$ cat src/hw/rtl/drp_pkg.sv
// ----------------------------------------------------------------------------
// drp_pkg
// Shared types and constants for the dead-reckoning pose update block:
// sequencer states, register indexes, CORDIC gain and arctangent table.
// ----------------------------------------------------------------------------
package drp_pkg;

  localparam int DefCordicSteps = 16;
  localparam int DefAngleBits   = 16;

  // Configuration register indexes.
  localparam logic [1:0] REG_START_X       = 2'd0;
  localparam logic [1:0] REG_START_Y       = 2'd1;
  localparam logic [1:0] REG_START_HEADING = 2'd2;

  // CORDIC gain 0.60725293500888 in Q2.30.
  localparam logic signed [33:0] CORDIC_GAIN = 34'sd652032874;

  // atan(2^-i) in units of 2^-32 turn.
  localparam logic [31:0] ATAN_TURNS [32] = '{
    32'h20000000, 32'h12E4051D, 32'h09FB385B, 32'h051111D4,
    32'h028B0D43, 32'h0145D7E1, 32'h00A2F61E, 32'h00517C55,
    32'h0028BE53, 32'h00145F2E, 32'h000A2F98, 32'h000517CC,
    32'h00028BE6, 32'h000145F3, 32'h0000A2F9, 32'h0000517C,
    32'h000028BE, 32'h0000145F, 32'h00000A2F, 32'h00000517,
    32'h0000028B, 32'h00000145, 32'h000000A2, 32'h00000051,
    32'h00000028, 32'h00000014, 32'h0000000A, 32'h00000005,
    32'h00000002, 32'h00000001, 32'h00000000, 32'h00000000
  };

  typedef enum logic [2:0] {
    S_IDLE,
    S_SETUP,
    S_ROTATE,
    S_MUL_X,
    S_MUL_Y,
    S_ACC_Y,
    S_FINISH
  } drp_state_t;

endpackage

$ cat src/hw/rtl/dead_reckoning_pose_update_top.sv
// Takes one input item at a time: s_tready is high only in the idle state. Each item
// runs through setup, the shared CORDIC add/shift unit doing one rotation per cycle,
// then one shared multiplier used for x and for y, and a finish step that loads the
// result. An input item may be taken while a result still waits.
// Reset (rst, synchronous): pose and start registers clear to zero, sequencer idle.
// ----------------------------------------------------------------------------
// dead_reckoning_pose_update_top
// Integrates turn/travel orders into an x, y, heading pose using an iterative
// CORDIC for sine and cosine and saturating Q16.16 position updates.
// ----------------------------------------------------------------------------
module dead_reckoning_pose_update_top
  import drp_pkg::*;
#(
  parameter int CORDIC_STEPS = DefCordicSteps,
  parameter int ANGLE_BITS   = DefAngleBits
) (
  input  logic        clk,
  input  logic        rst,
  input  logic        cfg_we,
  input  logic [1:0]  cfg_addr,
  input  logic [31:0] cfg_wdata,
  input  logic        s_tvalid,
  output logic        s_tready,
  input  logic [47:0] s_tdata,   // turn_angle[15:0], travel_length[47:16]
  input  logic        s_tuser,   // restart
  output logic        m_tvalid,
  input  logic        m_tready,
  output logic [79:0] m_tdata    // pose_x[31:0], pose_y[63:32], pose_heading[79:64]
);

  localparam int NITER = (CORDIC_STEPS < 32) ? CORDIC_STEPS : 32;
  localparam logic [4:0] ITER_LAST = 5'(NITER - 1);
  localparam int ASHIFT = 32 - ANGLE_BITS;

  drp_state_t state, state_next;

  logic signed [31:0]    start_x, start_y;
  logic [ANGLE_BITS-1:0] start_heading;
  logic signed [31:0]    cur_x, cur_y;
  logic [ANGLE_BITS-1:0] cur_heading;
  logic signed [31:0]    len;

  logic signed [33:0] cx, cy, cz;
  logic [4:0]         iter;
  logic signed [65:0] prod;

  logic [79:0] out_data;

  logic                  s_fire;
  logic                  out_load;
  logic                  mul_sel_y;
  logic [31:0]           turn_ext, cfg_head_ext;
  logic [ANGLE_BITS-1:0] base_heading;
  logic [31:0]           angle, angle_fold;
  logic                  fold;
  logic signed [33:0]    dx, dy, atan_step;
  logic signed [33:0]    mul_b;
  logic signed [65:0]    mul_out;
  logic signed [65:0]    rnd_full;
  logic signed [35:0]    acc_sum;
  logic signed [31:0]    acc_pos, acc_sat;
  logic [31:0]           head_ext;

  assign s_fire = s_tvalid && s_tready;

  // Sequencer: next state.
  always_comb begin
    state_next = state;
    unique case (state)
      S_IDLE:   if (s_fire) state_next = S_SETUP;
      S_SETUP:  state_next = S_ROTATE;
      S_ROTATE: if (iter == ITER_LAST) state_next = S_MUL_X;
      S_MUL_X:  state_next = S_MUL_Y;
      S_MUL_Y:  state_next = S_ACC_Y;
      S_ACC_Y:  state_next = S_FINISH;
      S_FINISH: if (!m_tvalid || m_tready) state_next = S_IDLE;
      default:  state_next = S_IDLE;
    endcase
  end

  // Sequencer: outputs.
  always_comb begin
    s_tready  = 1'b0;
    mul_sel_y = 1'b0;
    out_load  = 1'b0;
    unique case (state)
      S_IDLE:   s_tready = 1'b1;
      S_MUL_Y:  mul_sel_y = 1'b1;
      S_FINISH: out_load = !m_tvalid || m_tready;
      default:  ;
    endcase
  end

  // Heading accumulation on accept.
  always_comb begin
    turn_ext     = {16'd0, s_tdata[15:0]};
    base_heading = s_tuser ? start_heading : cur_heading;
  end

  assign cfg_head_ext = {16'd0, cfg_wdata[15:0]};

  // Quadrant fold into [-1/4, 1/4) turn.
  always_comb begin
    angle      = 32'(cur_heading) << ASHIFT;
    fold       = (angle[31:30] == 2'b01) || (angle[31:30] == 2'b10);
    angle_fold = fold ? (angle ^ 32'h80000000) : angle;
  end

  // Shared CORDIC add/shift unit.
  always_comb begin
    dx        = cy >>> iter;
    dy        = cx >>> iter;
    atan_step = $signed({2'b00, ATAN_TURNS[iter]});
  end

  // Shared multiplier and saturating accumulate.
  always_comb begin
    mul_b    = mul_sel_y ? cy : cx;
    mul_out  = 66'(len) * 66'(mul_b);
    rnd_full = (prod + 66'sd536870912) >>> 30;
    acc_pos  = (state == S_ACC_Y) ? cur_y : cur_x;
    acc_sum  = 36'(acc_pos) + rnd_full[35:0];
    if (acc_sum > 36'sd2147483647) begin
      acc_sat = 32'sh7FFFFFFF;
    end else if (acc_sum < -36'sd2147483648) begin
      acc_sat = 32'sh80000000;
    end else begin
      acc_sat = acc_sum[31:0];
    end
  end

  assign head_ext = 32'(cur_heading);

  always_ff @(posedge clk) begin
    if (rst) begin
      state         <= S_IDLE;
      start_x       <= '0;
      start_y       <= '0;
      start_heading <= '0;
      cur_x         <= '0;
      cur_y         <= '0;
      cur_heading   <= '0;
      m_tvalid      <= 1'b0;
      iter          <= '0;
    end else begin
      state <= state_next;

      if (cfg_we) begin
        unique case (cfg_addr)
          REG_START_X:       start_x <= cfg_wdata;
          REG_START_Y:       start_y <= cfg_wdata;
          REG_START_HEADING: start_heading <= cfg_head_ext[ANGLE_BITS-1:0];
          default:           ;
        endcase
      end

      if (s_fire) begin
        if (s_tuser) begin
          cur_x <= start_x;
          cur_y <= start_y;
        end
        cur_heading <= base_heading + turn_ext[ANGLE_BITS-1:0];
      end

      if (state == S_SETUP) begin
        iter <= '0;
      end else if (state == S_ROTATE) begin
        iter <= iter + 5'd1;
      end

      // Product from the x multiply is accumulated while y multiplies.
      if (state == S_MUL_Y) cur_x <= acc_sat;
      if (state == S_ACC_Y) cur_y <= acc_sat;

      if (out_load) begin
        m_tvalid <= 1'b1;
      end else if (m_tready) begin
        m_tvalid <= 1'b0;
      end
    end
  end

  // Datapath registers.
  always_ff @(posedge clk) begin
    if (s_fire) len <= s_tdata[47:16];
    if (state == S_SETUP) begin
      cx <= fold ? -CORDIC_GAIN : CORDIC_GAIN;
      cy <= '0;
      cz <= 34'($signed(angle_fold));
    end else if (state == S_ROTATE) begin
      if (!cz[33]) begin
        cx <= cx - dx;
        cy <= cy + dy;
        cz <= cz - atan_step;
      end else begin
        cx <= cx + dx;
        cy <= cy - dy;
        cz <= cz + atan_step;
      end
    end
    if (state == S_MUL_X || state == S_MUL_Y) prod <= mul_out;
    if (out_load) out_data <= {head_ext[15:0], cur_y, cur_x};
  end

  assign m_tdata = out_data;

endmodule

$ cat config.mk
export PLATFORM = sky130hd
export DESIGN_NAME = dead_reckoning_pose_update_top
export DESIGN_NICKNAME = d
export VERILOG_FILES = /design/src/hw/rtl/drp_pkg.sv /design/src/hw/rtl/dead_reckoning_pose_update_top.sv
export SDC_FILE = /design/constraint.sdc
export NUM_CORES = 2
export LEC_CHECK = 0
export ABC_AREA = 1
export BUFFER_PORTS_ARGS = -buffer_cell sky130_fd_sc_hd__buf_2
export CAP_MARGIN = 0
export CORE_MARGIN = 2
export CORE_UTILIZATION = 57
export DETAILED_ROUTE_END_ITERATION = 6
export PLACE_DENSITY = 0.81
export SLEW_MARGIN = 25
export SYNTH_ARGS = -nofsm -noshare
export SYNTH_HDL_FRONTEND = slang
export SYNTH_SLANG_ARGS = --single-unit
$ cat constraint.sdc
create_clock -name clk -period 11.1 [get_ports clk]
set_input_delay 1.665 -clock clk [delete_from_list [all_inputs] [get_ports clk]]
set_output_delay 1.665 -clock clk [all_outputs]
set_load 0.005 [all_outputs]
After elaboration in Yosys (flattened, before gate mapping)
Memory sizes are Yosys's and may differ from the RTL's.
Cells that the tools add are included.
Storage, ports and cells
  memory bits (read-only): 1024
  bits in registers: 449
  input bits: 88
  logic and storage cells: 99
  memories kept: 1
Operators by class
  bitwise logic cells: 2
  $mul: 1
  reduce and logical (&&, ||, !) cells: 20
  equality and inequality tests: 14
  shift-type cells: 2
  add/subtract/negate cells: 10
  multiplexer cells: 31
  magnitude comparators: 3
Memory list
  (name not given): depth 32, bits a word 32, rd ports 1, clocked after memory_dff 0, wr ports 0, line dead_reckoning_pose_update_top.sv:113  | atan_step = $signed({2'b00, ATAN_TURNS[iter]});
Operators with widths (count)
  $mux W32: 12
  $mux W34: 9
  $add A34 B34 Y34: 2
  $sshr A34 B5 Y34: 2
  $sub A34 B34 Y34: 2
  $add A66 B31 Y66 const B: 1
  $mul A32 B34 Y66: 1
  $add A36 B36 Y36: 1
  $gt A36 B32 Y1 const B: 1
  $lt A36 B32 Y1 const B: 1
  $add A34 B33 Y34: 1
  $sub A34 B33 Y34: 1
  $pmux W3 S7: 1
  $add A16 B16 Y16: 1
  $mux W16: 1
  $reduce_bool A2 Y1: 6
  $reduce_and A2 Y1: 5
  $eq A3 B3 Y1 const B: 3
  $mux W3: 3
  $eq A3 B2 Y1 const B: 2
  $ge A6 B6 Y1 const B: 1
  $ne A2 B2 Y1 const B: 3
  $not A5 Y6: 1
  $add A5 B1 Y5 const B: 1
  other kinds (13): 21

Depth between registers and ports, before layout
  word-level depth: 8
  mapped depth: 39
  gate-level depth less buffers: 37

Worst setup path after synthesis
OpenSTA, ideal clock, no wires.
  path kind: reg2reg
  start: register state[0]
  end: register prod[61] (data pin)
  stages on the path, launching flop included: 30
  library setup time: 0.252 ns
  period minus slack after synthesis: 8.523 ns
  buffers on the path: 3
  slack: 2.577 ns
  data arrival time: 8.271 ns
  cells stage by stage: dfxtp_1 -> inv_1 -> nand3_1 -> clkbuf_1 -> clkbuf_1 -> nand2_1 -> o21ai_1 -> clkbuf_1 -> nor2_1 -> fa_1 -> fa_1 -> fa_1 -> fa_1 -> inv_1 -> fa_1 -> inv_1 -> fa_1 -> fa_1 -> inv_1 -> fa_1 -> inv_1 -> ha_1 -> a21oi_1 -> o21ai_0 -> a21oi_1 -> nor2_1 -> a2111oi_0 -> nand2_1 -> nand2_1 -> nand2_1
Between the ends
  cells in the longest elaborated chain, start to end: 4
Ends and longest elaborated chain
  start: declaration: line dead_reckoning_pose_update_top.sv:35  | drp_state_t state, state_next;
  start signal: assignment: line dead_reckoning_pose_update_top.sv:146  | state <= state_next;
  $eq A3 B3 Y1: line dead_reckoning_pose_update_top.sv:86  | unique case (state)
  $mux W1: line dead_reckoning_pose_update_top.sv:86
  $mux W34: line dead_reckoning_pose_update_top.sv:118  | mul_b = mul_sel_y ? cy : cx;
  $mul A32 B34 Y66: line dead_reckoning_pose_update_top.sv:119  | mul_out = 66'(len) * 66'(mul_b);
  named net mul_out[61]: line dead_reckoning_pose_update_top.sv:58  | logic signed [65:0] mul_out;
  end signal: assignment: line dead_reckoning_pose_update_top.sv:201  | if (state == S_MUL_X || state == S_MUL_Y) prod <= mul_out;
  end: declaration: line dead_reckoning_pose_update_top.sv:45  | logic signed [65:0] prod;
The timed path passes the listed nets, and every way through them passes these cells.
A chain may end at the register's enable or synchronous reset.

Final worst setup path
  start: register state[2]
  end: register prod[60] (data pin)
The elaborated chain is that of the path after synthesis.

==> results.txt <==
- Result of the run: finished with violations
* Violations in the final reports: DRC
- Setup total negative slack on the finished layout was measured at 0 ns.
- Cell type with the largest total area after synthesis: fa_1
- Counting both buffers and inverters, the worst setup path holds a total of 9.
- Across the run, the number of max-cap violations was 0.
* Worst endpoint required time: 11.57 ns
- STA puts the critical path data arrival time at 10.29 ns.
- Post-route standard cell area excluding fillers: 0.0724 mm2
- Buffers placed on the I/O ports in this run total 169.
- Between clock sinks in the finished design, the worst skew comes to 0.0929 ns.
- Post-route core utilization: 61.2%
- In this run the worst hold path is classified as reg2reg.
- Global-route wire length before repair: 370000 um
* Share of the synthesized area in the top cell type: 33.6%
* Most used flip-flop cell after synthesis: edfxtp_1
* Final Hold Viols: 0
- After detailed routing, the number of remaining DRC violations is 7.
- Area added between synthesis and finish: 6.09%
- Yosys reg bits: 420
* Area post-placement: 0.0706 mm2
- Synthesis handed over a netlist of 8776 instances.
- Type of destination of the critical path: flip-flop
- DRT Pass-1 Iters: 7
- Clock transition time at the flip-flop clock pins of the worst setup and hold paths: 0.07 ns
- When the netlist entered floorplanning its net count stood at 10400.
* Initial cell density of the core: 57.7%
- The synthesized netlist occupies a cell area of 0.0683 mm2.
- Clock tree from TritonCTS: yes
- The die covers 0.123 mm2.
* Buffer levels on the longest clock path: 3
* GRT Total Usage: 40.1%
- 170 I/O pins were placed.
- Distinct cell type count of the synthesized netlist: 68
- Number of setup buffers added after CTS: 0
- Along the worst path, the maximum fanout reaches 27.
- Filler cell count in the final layout: 10500
* Start-to-end type of the worst setup path: reg2reg
- Counting I/O delays and the setup requirement, the final critical path takes 9.82 ns.
- Routed wire length per instance: 23.4 um
* Delay of the slowest critical-path stage: 0.74 ns
* CTS H-Tree Depth: 2
- After global routing the overflow that remains totals 0.
- The initial antenna violation count was 13.
- The floorplan has 126 rows.
* Nets: 10300
* Share of async-settable or async-resettable flops after synthesis: 0%
* Resized Gates After CTS: 0
- The synthesized design contains 217 enable-type register cells.
* Quantity of hold-fixing buffers added after cts: 0
* Die H: 350 um
- For the worst-skew pair, the clock arrives at the later sink with an insertion delay of 0.73 ns.
- Max Clk Rate: 0.102 GHz
* Layout cells sized above 1: 5.93%
* # clock sinks: 420
- 1st-iter DRT viols: 7271
- DIE WIDTH: 350 um
- Sequential-to-total area share from yosys stat: 15.5%
- Dividing the detail-routed via count by the number of cells gives 5.95.
- The region available for standard cell placement spans 0.118 mm2.
- Worst setup SP type: flip-flop
- In this run, CTS created clock tree buffers numbering 51.
- The max-slew violation count is 0.
* Cell types with the largest area share after synthesis: fa_1, edfxtp_1, inv_1
- RSZ-0062 raised after global routing: no
- For the pin with the worst max-slew slack, the measured transition is 1.17 ns.
- Family with the most delay on the worst path: adder cells
- After layout, the worst path uses 88.5% of the clock period.
* Final setup vio count: 0
- Number of warning messages in the yosys log: 0
- After synthesis, the mean cell area works out to 7.78 um2.
- At the end of routability-driven placement, the weighted congestion stood at 1.05.
- Aggregate routed wire length: 244000 um
* Root buffer cell: clkbuf_16
- Antenna viol nets, final: 0
- Slowest-stage cell, CP: inv_1
* Pin count of the biggest net entering global routing: 104
- Top cell types by occurrence after synthesis: inv_1, nand2_1, fa_1, nor2_1, o21ai_0
- Final hold slack: 0.392 ns
- Leading cell type by number of instances after synthesis: inv_1
- The number of global-route vias before repair came to 63300.
- Overall via count from detail_route: 62000
- Relative slew slack: 22.1%
- Summed over all nets, the half-perimeter wirelength after detailed placement is 189000 um.
==> state kept, by name (all words and copies together) (netlist names) <==
name,cells
m_tdata,80
prod,37
cx,34
cy,34
cz,34
cur_x,32
cur_y,32
len,32
start_x,32
start_y,32
cur_heading,16
start_heading,16
iter,5
state,3
m_tvalid,1
==> per-layer routing <==
layer / wire length, um / global-route usage [%] / vias up / part of all wire [%]
met5: 46 / 0 / - / 0.019
met4: 21400 / 27.8 / 6 / 8.8
met3: 31100 / 12.1 / 1110 / 13
met2: 105000 / 61.5 / 4145 / 43
met1: 86000 / 48.7 / 29700 / 35
li1: - / - / 27000 / -
==> worst reg2reg max path, delay by kind of cell (launching register included) <==
family	cells	cell delay, ns
compound gates	2	0.64
xor+xnor	1	0.06
fa+ha+maj	9	4.52
buf+inv	9	1.57
flops	1	0.54
simple gates	9	2.30
==> logic make-up after synthesis <==
logic type                 synth area share, %
buffers and inverters                     11.6
adders and majority gates                 39.9
muxes                                   0.0751
DFF                                       15.5
and+or+nand+nor                           19.8
xor gates and xnor gates                  3.27
AOI/OAI and AO/OA                         9.88
==> final cells by class <==
class | count | area, um2 | share of cell area (%)
Multi-Input combinational cell | 6309 | 49900 | 68.9
Sequential cell | 420 | 10600 | 14.6
Inverter | 1696 | 6380 | 8.80
Tap cell | 1600 | 2000 | 2.76
Timing Repair Buffer | 293 | 1810 | 2.50
Clock buffer | 63 | 1350 | 1.87
Clock inverter | 33 | 403 | 0.556
Antenna cell | 7 | 17.5 | 0.0242
==> stage by stage <==
step	cells	setup WS (ns)
4_1_cts	10400	1.57
6_report	10400	1.28
3_5_place_dp	10300	1.51
3_3_place_gp	10300	1.63
5_1_grt	10400	1.01
2_1_floorplan	8776	2.58
==> placed cells by master (no fill, tap or decap), drive strengths merged, types with 3 or more instances in the layout <==
cell type,instances
a2111oi,3
a211oi,10
a21boi,22
a21o,18
a21oi,462
a221oi,4
a31oi,33
buf,293
bufinv,5
clkbuf,63
clkinv,39
clkinvlp,5
dfxtp,203
diode,7
edfxtp,217
fa,1146
ha,343
inv,1680
mux2i,4
nand2,1637
nand3,421
nand3b,6
nand4,28
nor2,1107
nor3,47
nor4,22
o2111ai,5
o211ai,10
o21a,23
o21ai,570
o21bai,15
o221a,4
o221ai,10
o22ai,37
o31ai,7
or2,48
xnor2,90
xor2,165
==> worst paths after layout <==
kind / from / to / slack, ns / cells after the start
setup / recovery: state[2]$_SDFFE_PP0P_ / prod[60]$_DFFE_PP_ / 1.28 / 30
hold / removal: cur_x[0]$_SDFFE_PP0P_ / m_tdata[0]$_DFFE_PP_ / 0.39 / 0
setup reg to reg: state[2]$_SDFFE_PP0P_ / prod[60]$_DFFE_PP_ / 1.28 / 30
hold reg to reg: cur_x[0]$_SDFFE_PP0P_ / m_tdata[0]$_DFFE_PP_ / 0.39 / 0
Power is left out: the tool's default activity adds up to more than one toggle a clock period on the data nets, which glitch-free logic cannot reach.
